$ cat src/hdl/ray_box_slab_intersect_assert.svh
// assertion macros for the ray/box slab intersect block
// used by the top level; no other dependencies
`ifndef RAY_BOX_SLAB_INTERSECT_ASSERT_SVH
`define RAY_BOX_SLAB_INTERSECT_ASSERT_SVH
`ifndef ASSERT_OFF
`define RBSI_ASSERT_SAME(lbl, ck, rn, ante, cons, msg) \
	lbl: assert property (@(posedge ck) disable iff (!rn) (ante) |-> (cons)) else $error(msg);
`define RBSI_ASSERT_NEXT(lbl, ck, rn, ante, cons, msg) \
	lbl: assert property (@(posedge ck) disable iff (!rn) (ante) |=> (cons)) else $error(msg);
`else
`define RBSI_ASSERT_SAME(lbl, ck, rn, ante, cons, msg)
`define RBSI_ASSERT_NEXT(lbl, ck, rn, ante, cons, msg)
`endif
`endif

$ cat src/hdl/rbsi_pkg.sv
// shared types and constants for the ray/box slab intersect block
// no dependencies
`timescale 1ns / 1ps
package rbsi_pkg;
	localparam int REG_W = 31;
	localparam int QUO_W = 31;
	localparam int DIST_W = REG_W + 1;
	localparam int OUT_TDATA_W = 40;

	localparam logic CFG_EPS = 1'b0;
	localparam logic CFG_LIM = 1'b1;

	typedef struct packed {
		logic       vld;
		logic       pmiss;
		logic [2:0] para;
		logic [5:0] neg;
	} side_t;
endpackage

$ cat src/hdl/rbsi_slab_div.sv
// pipelined restoring divider for one slab distance, one quotient bit per stage
// depends on rbsi_pkg
`timescale 1ns / 1ps
module rbsi_slab_div import rbsi_pkg::*; #(
	parameter int W = 32,
	parameter int F = 16
) (
	input  logic             clk,
	input  logic             en,
	input  logic [W:0]       num_mag,
	input  logic [W-1:0]     den,
	output logic [QUO_W-1:0] quo,
	output logic             ovf
);
	localparam int TW  = W + 1 + F;
	localparam int NPW = TW + QUO_W;

	logic [NPW-1:0]   n_ext;
	logic [TW-1:0]    top;
	logic             ovf0;

	logic [W-1:0]     rem_s [0:QUO_W];
	logic [QUO_W-1:0] low_s [0:QUO_W];
	logic [QUO_W-1:0] quo_s [0:QUO_W];
	logic [W-1:0]     den_s [0:QUO_W];
	logic             ovf_s [0:QUO_W];

	assign n_ext = {{QUO_W{1'b0}}, num_mag, {F{1'b0}}};
	assign top   = n_ext[NPW-1:QUO_W];
	assign ovf0  = top >= {{(F+1){1'b0}}, den};

	always_ff @(posedge clk) begin
		if (en) begin
			rem_s[0] <= top[W-1:0];
			low_s[0] <= n_ext[QUO_W-1:0];
			quo_s[0] <= '0;
			den_s[0] <= den;
			ovf_s[0] <= ovf0;
		end
	end

	for (genvar k = 0; k < QUO_W; k++) begin : g_step
		logic [W:0] trial;
		logic [W:0] diff;
		logic       ge;
		assign trial = {rem_s[k], low_s[k][QUO_W-1]};
		assign diff  = trial - {1'b0, den_s[k]};
		assign ge    = trial >= {1'b0, den_s[k]};
		always_ff @(posedge clk) begin
			if (en) begin
				rem_s[k+1] <= ge ? diff[W-1:0] : trial[W-1:0];
				low_s[k+1] <= {low_s[k][QUO_W-2:0], 1'b0};
				quo_s[k+1] <= {quo_s[k][QUO_W-2:0], ge};
				den_s[k+1] <= den_s[k];
				ovf_s[k+1] <= ovf_s[k];
			end
		end
	end

	assign quo = quo_s[QUO_W];
	assign ovf = ovf_s[QUO_W];
endmodule

$ cat config.mk
export PLATFORM = sky130hd
export DESIGN_NAME = rbsi_slab_div
export DESIGN_NICKNAME = d
export VERILOG_FILES = /design/src/hdl/ray_box_slab_intersect_assert.svh /design/src/hdl/rbsi_pkg.sv /design/src/hdl/rbsi_slab_div.sv
export SDC_FILE = /design/constraint.sdc
export NUM_CORES = 2
export LEC_CHECK = 0
export BUFFER_PORTS_ARGS = -buffer_cell sky130_fd_sc_hd__buf_2
export CAP_MARGIN = 20
export CORE_MARGIN = 2
export CORE_UTILIZATION = 45
export CTS_CLUSTER_SIZE = 28
export DETAILED_ROUTE_END_ITERATION = 16
export GPL_TIMING_DRIVEN = 0
export MAX_ROUTING_LAYER = met4
export PLACE_DENSITY = 0.63
export SKIP_CTS_REPAIR_TIMING = 1
export SYNTH_ARGS = -nofsm -noshare
export SYNTH_HDL_FRONTEND = slang
export SYNTH_SLANG_ARGS = --single-unit
$ cat constraint.sdc
create_clock -name clk -period 9.55 [get_ports clk]
set_clock_uncertainty 0.1 [all_clocks]
set_input_delay 0.955 -clock clk [delete_from_list [all_inputs] [get_ports clk]]
set_output_delay 0.955 -clock clk [all_outputs]
set_load 0.005 [all_outputs]
==> run metrics <==
H-Tree Depth 5; TritonCTS buffer count 300; clk_lat worst skew 0.91 ns; Ports 99; Max VDD drop 0.0001656 V; die area 316900 sq um; Fillers 27.54k; Synth area leader edfxtp_1; PD cells 342.0 nW/um^2; TritonCTS clock tree yes; Tightest Hold Check Type primary input to register; net count after synthesis 13.24k; CP arrival 5.86 ns; top cells by area, synth edfxtp_1 (56%), ha_1 (8.9%), a21oi_1 (3.8%); Rows 205; Distinct cells, synth 105; number of global-route vias before repair 91.95k; Crit. End Element register; DP Cell Count 16.40k; sequential share of power 34.7%; Bufs on Longest Clock Path 4; Total Power 0.05355 W; Relative slew margins 20.95%; Yosys top cell area share 55.93%; syn avg cell area 11.57 sq um; starting DRC count in detailed routing 7943; Die H 562.9 microns; P_int 0.03296 W; part of the cycle the worst path needs 55.89%; Slew @ Worst Pin 1.175 ns; Final Hold Violating Endpoints 0; Register-to-Register Setup Slack 4.21 ns; Synth Cell Area 140600 sq um; fraction of layout cells with a size suffix above 1 7.972%; first-pass GRT wire length 542.6 mm; GPL Wtd Cong 0.9233; startpoint types register; switch share 38.45%; final std cells w/o fill 16.94k; count leader, synth edfxtp_1; Routed Antenna Nets 0; setup violators final 0; P&R area growth vs syn 11.38%; Crit Path Class register to register; First-pass DRT Iterations 6; detailed-route DRC error count 0; crit path time final 5.338 ns; setup TNS 0 ns; RSZ-0062 raised after global routing false; top_reg_cell synth edfxtp_1; combinational share of power 43.9%; Max-Cap Viols 0; routed len/inst 20.97 microns; dpl hpwl 269.4 mm; Post-synth ARST share 0%; Total Routing Usage GR 22.65%; Max FO, Critical Path 10; final core utilization 50.28%; hold slack 0.1266 ns; CTS clk-pin slew, worst paths 0.06 ns; nets 13.66k; Die Wd 562.9 microns; clk root buf clkbuf_16; Post-Route WL 355.2 mm; IO Port Bufs 98; Starting Density 45.14%; Synth Register Bits 2618; synthesized instance count 12.15k; via/cell ratio 5.512; status finished, final reports clean; Pins Over Slew Limit 0; vias 93.35k; Post-synth EDFFs 2618; Worst Path Required 10.07 ns; Seq/Total Area, Yosys 55.93%; Pleak 63.38 nW; antenna violations before repair 3; clk sink count 2618; grt ovf 0; largest net degree at the start of global routing 197; fmax 187.3 MHz; net load switching power 0.02059 W; core area 311400 sq um; warnings from Yosys 0; Commonest cells post-synth edfxtp_1 (2618), inv_1 (1224), a21oi_1 (1067); Clock power frac 21.4%
## critical path: stages, from the launching register on
cell      delay (ns)
edfxtp_1        0.47
inv_1           0.08
ha_1            0.29
nor2b_1         0.15
o31a_1          0.28
o31ai_1         0.29
a211oi_1        0.16
o21ai_0         0.34
a31oi_1         0.19
o31a_1          0.32
o22a_1          0.28
a31oi_1         0.73
clkbuf_1        0.56
inv_1           0.45
a31o_2          0.36
## cell usage in the layout, fill, tap and decap left out, types with 67 or more instances in the layout
| cell | n |
|---|---|
| a211oi_1 | 71 |
| a21o_1 | 534 |
| a21oi_1 | 1067 |
| a31oi_1 | 79 |
| and3_1 | 67 |
| buf_2 | 142 |
| clkbuf_1 | 285 |
| clkbuf_16 | 301 |
| edfxtp_1 | 2618 |
| ha_1 | 996 |
| inv_1 | 1224 |
| mux2_2 | 242 |
| nand2_1 | 830 |
| nand2b_1 | 164 |
| nand3_1 | 178 |
| nand4_1 | 186 |
| nor2_1 | 673 |
| nor2b_1 | 150 |
| nor3_1 | 117 |
| o21a_1 | 117 |
| o21ai_0 | 819 |
| o21bai_1 | 115 |
| o31ai_1 | 76 |
| xnor2_1 | 457 |
| xor2_1 | 335 |
## state kept, by name, indices dropped and copies added (netlist names)
name / cells
den_s: 992
rem_s: 978
quo_s: 496
low_s: 120
ovf_s: 32
## power groups by stage
| stage | clock network (W) | logic (W) | registers (W) |
|---|---|---|---|
| finish | 0.0115 | 0.0235 | 0.0186 |
| floorplan | 0 | 0.0173 | 0.0177 |
| global placement | 0 | 0.0231 | 0.0197 |
| global route | 0.0123 | 0.0261 | 0.0188 |
| CTS | 0.0119 | 0.0235 | 0.0186 |
| detailed placement | 0 | 0.0233 | 0.0188 |
## path summary, 6_finish.rpt
path                                    start             to  cells after the start
worst max register to register    den_s[6][1]   rem_s[13][4]                     14
worst max-delay path              den_s[6][1]   rem_s[13][4]                     14
worst min register to register  quo_s[0][249]  quo_s[0][281]                      0
worst min-delay path              num_mag[14]   low_s[0][29]                      1
## metrics by stage
stage	setup slack [ns]	cell area (sq um)
after floorplan	5.714	140600
after global placement	-33.00	146200
after detailed placement	4.109	146700
after CTS	4.140	156500
after global routing	3.979	156600
final	4.212	156600
## area by class of cell
type | count | area [sq um] | share of cell area [%]
multi-input cells | 7952 | 55740 | 35.60
well taps | 4140 | 5180 | 3.309
plain buffers | 347 | 1599 | 1.021
clock buffers | 342 | 7686 | 4.909
diodes | 2 | 5.005 | 0.003197
flip-flops and latches | 2618 | 78620 | 50.21
inverters | 1228 | 4609 | 2.944
clock inverters | 193 | 2198 | 1.404
repair buffers | 115 | 930.9 | 0.5946
## cells by family after synthesis
family / synth area share, %
xor gates and xnor gates: 4.935
and+or+nand+nor: 8.697
adders and majority gates: 9.293
muxes: 2.368
AOI/OAI and AO/OA: 14.36
buffers and inverters: 4.417
DFF: 55.93
## routing by layer
metal / global-route usage, % / share of wire, % / vias up / routed length [microns]
li1: - / - / 45280 / -
met1: 29.13 / 44 / 45190 / 155600
met2: 37.67 / 49 / 2277 / 172500
met3: 2.733 / 4.6 / 603 / 16170
met4: 6.583 / 3.1 / 0 / 10890
met5: - / 0 / - / 0
Note: power is estimated with default switching activity, not from simulation.
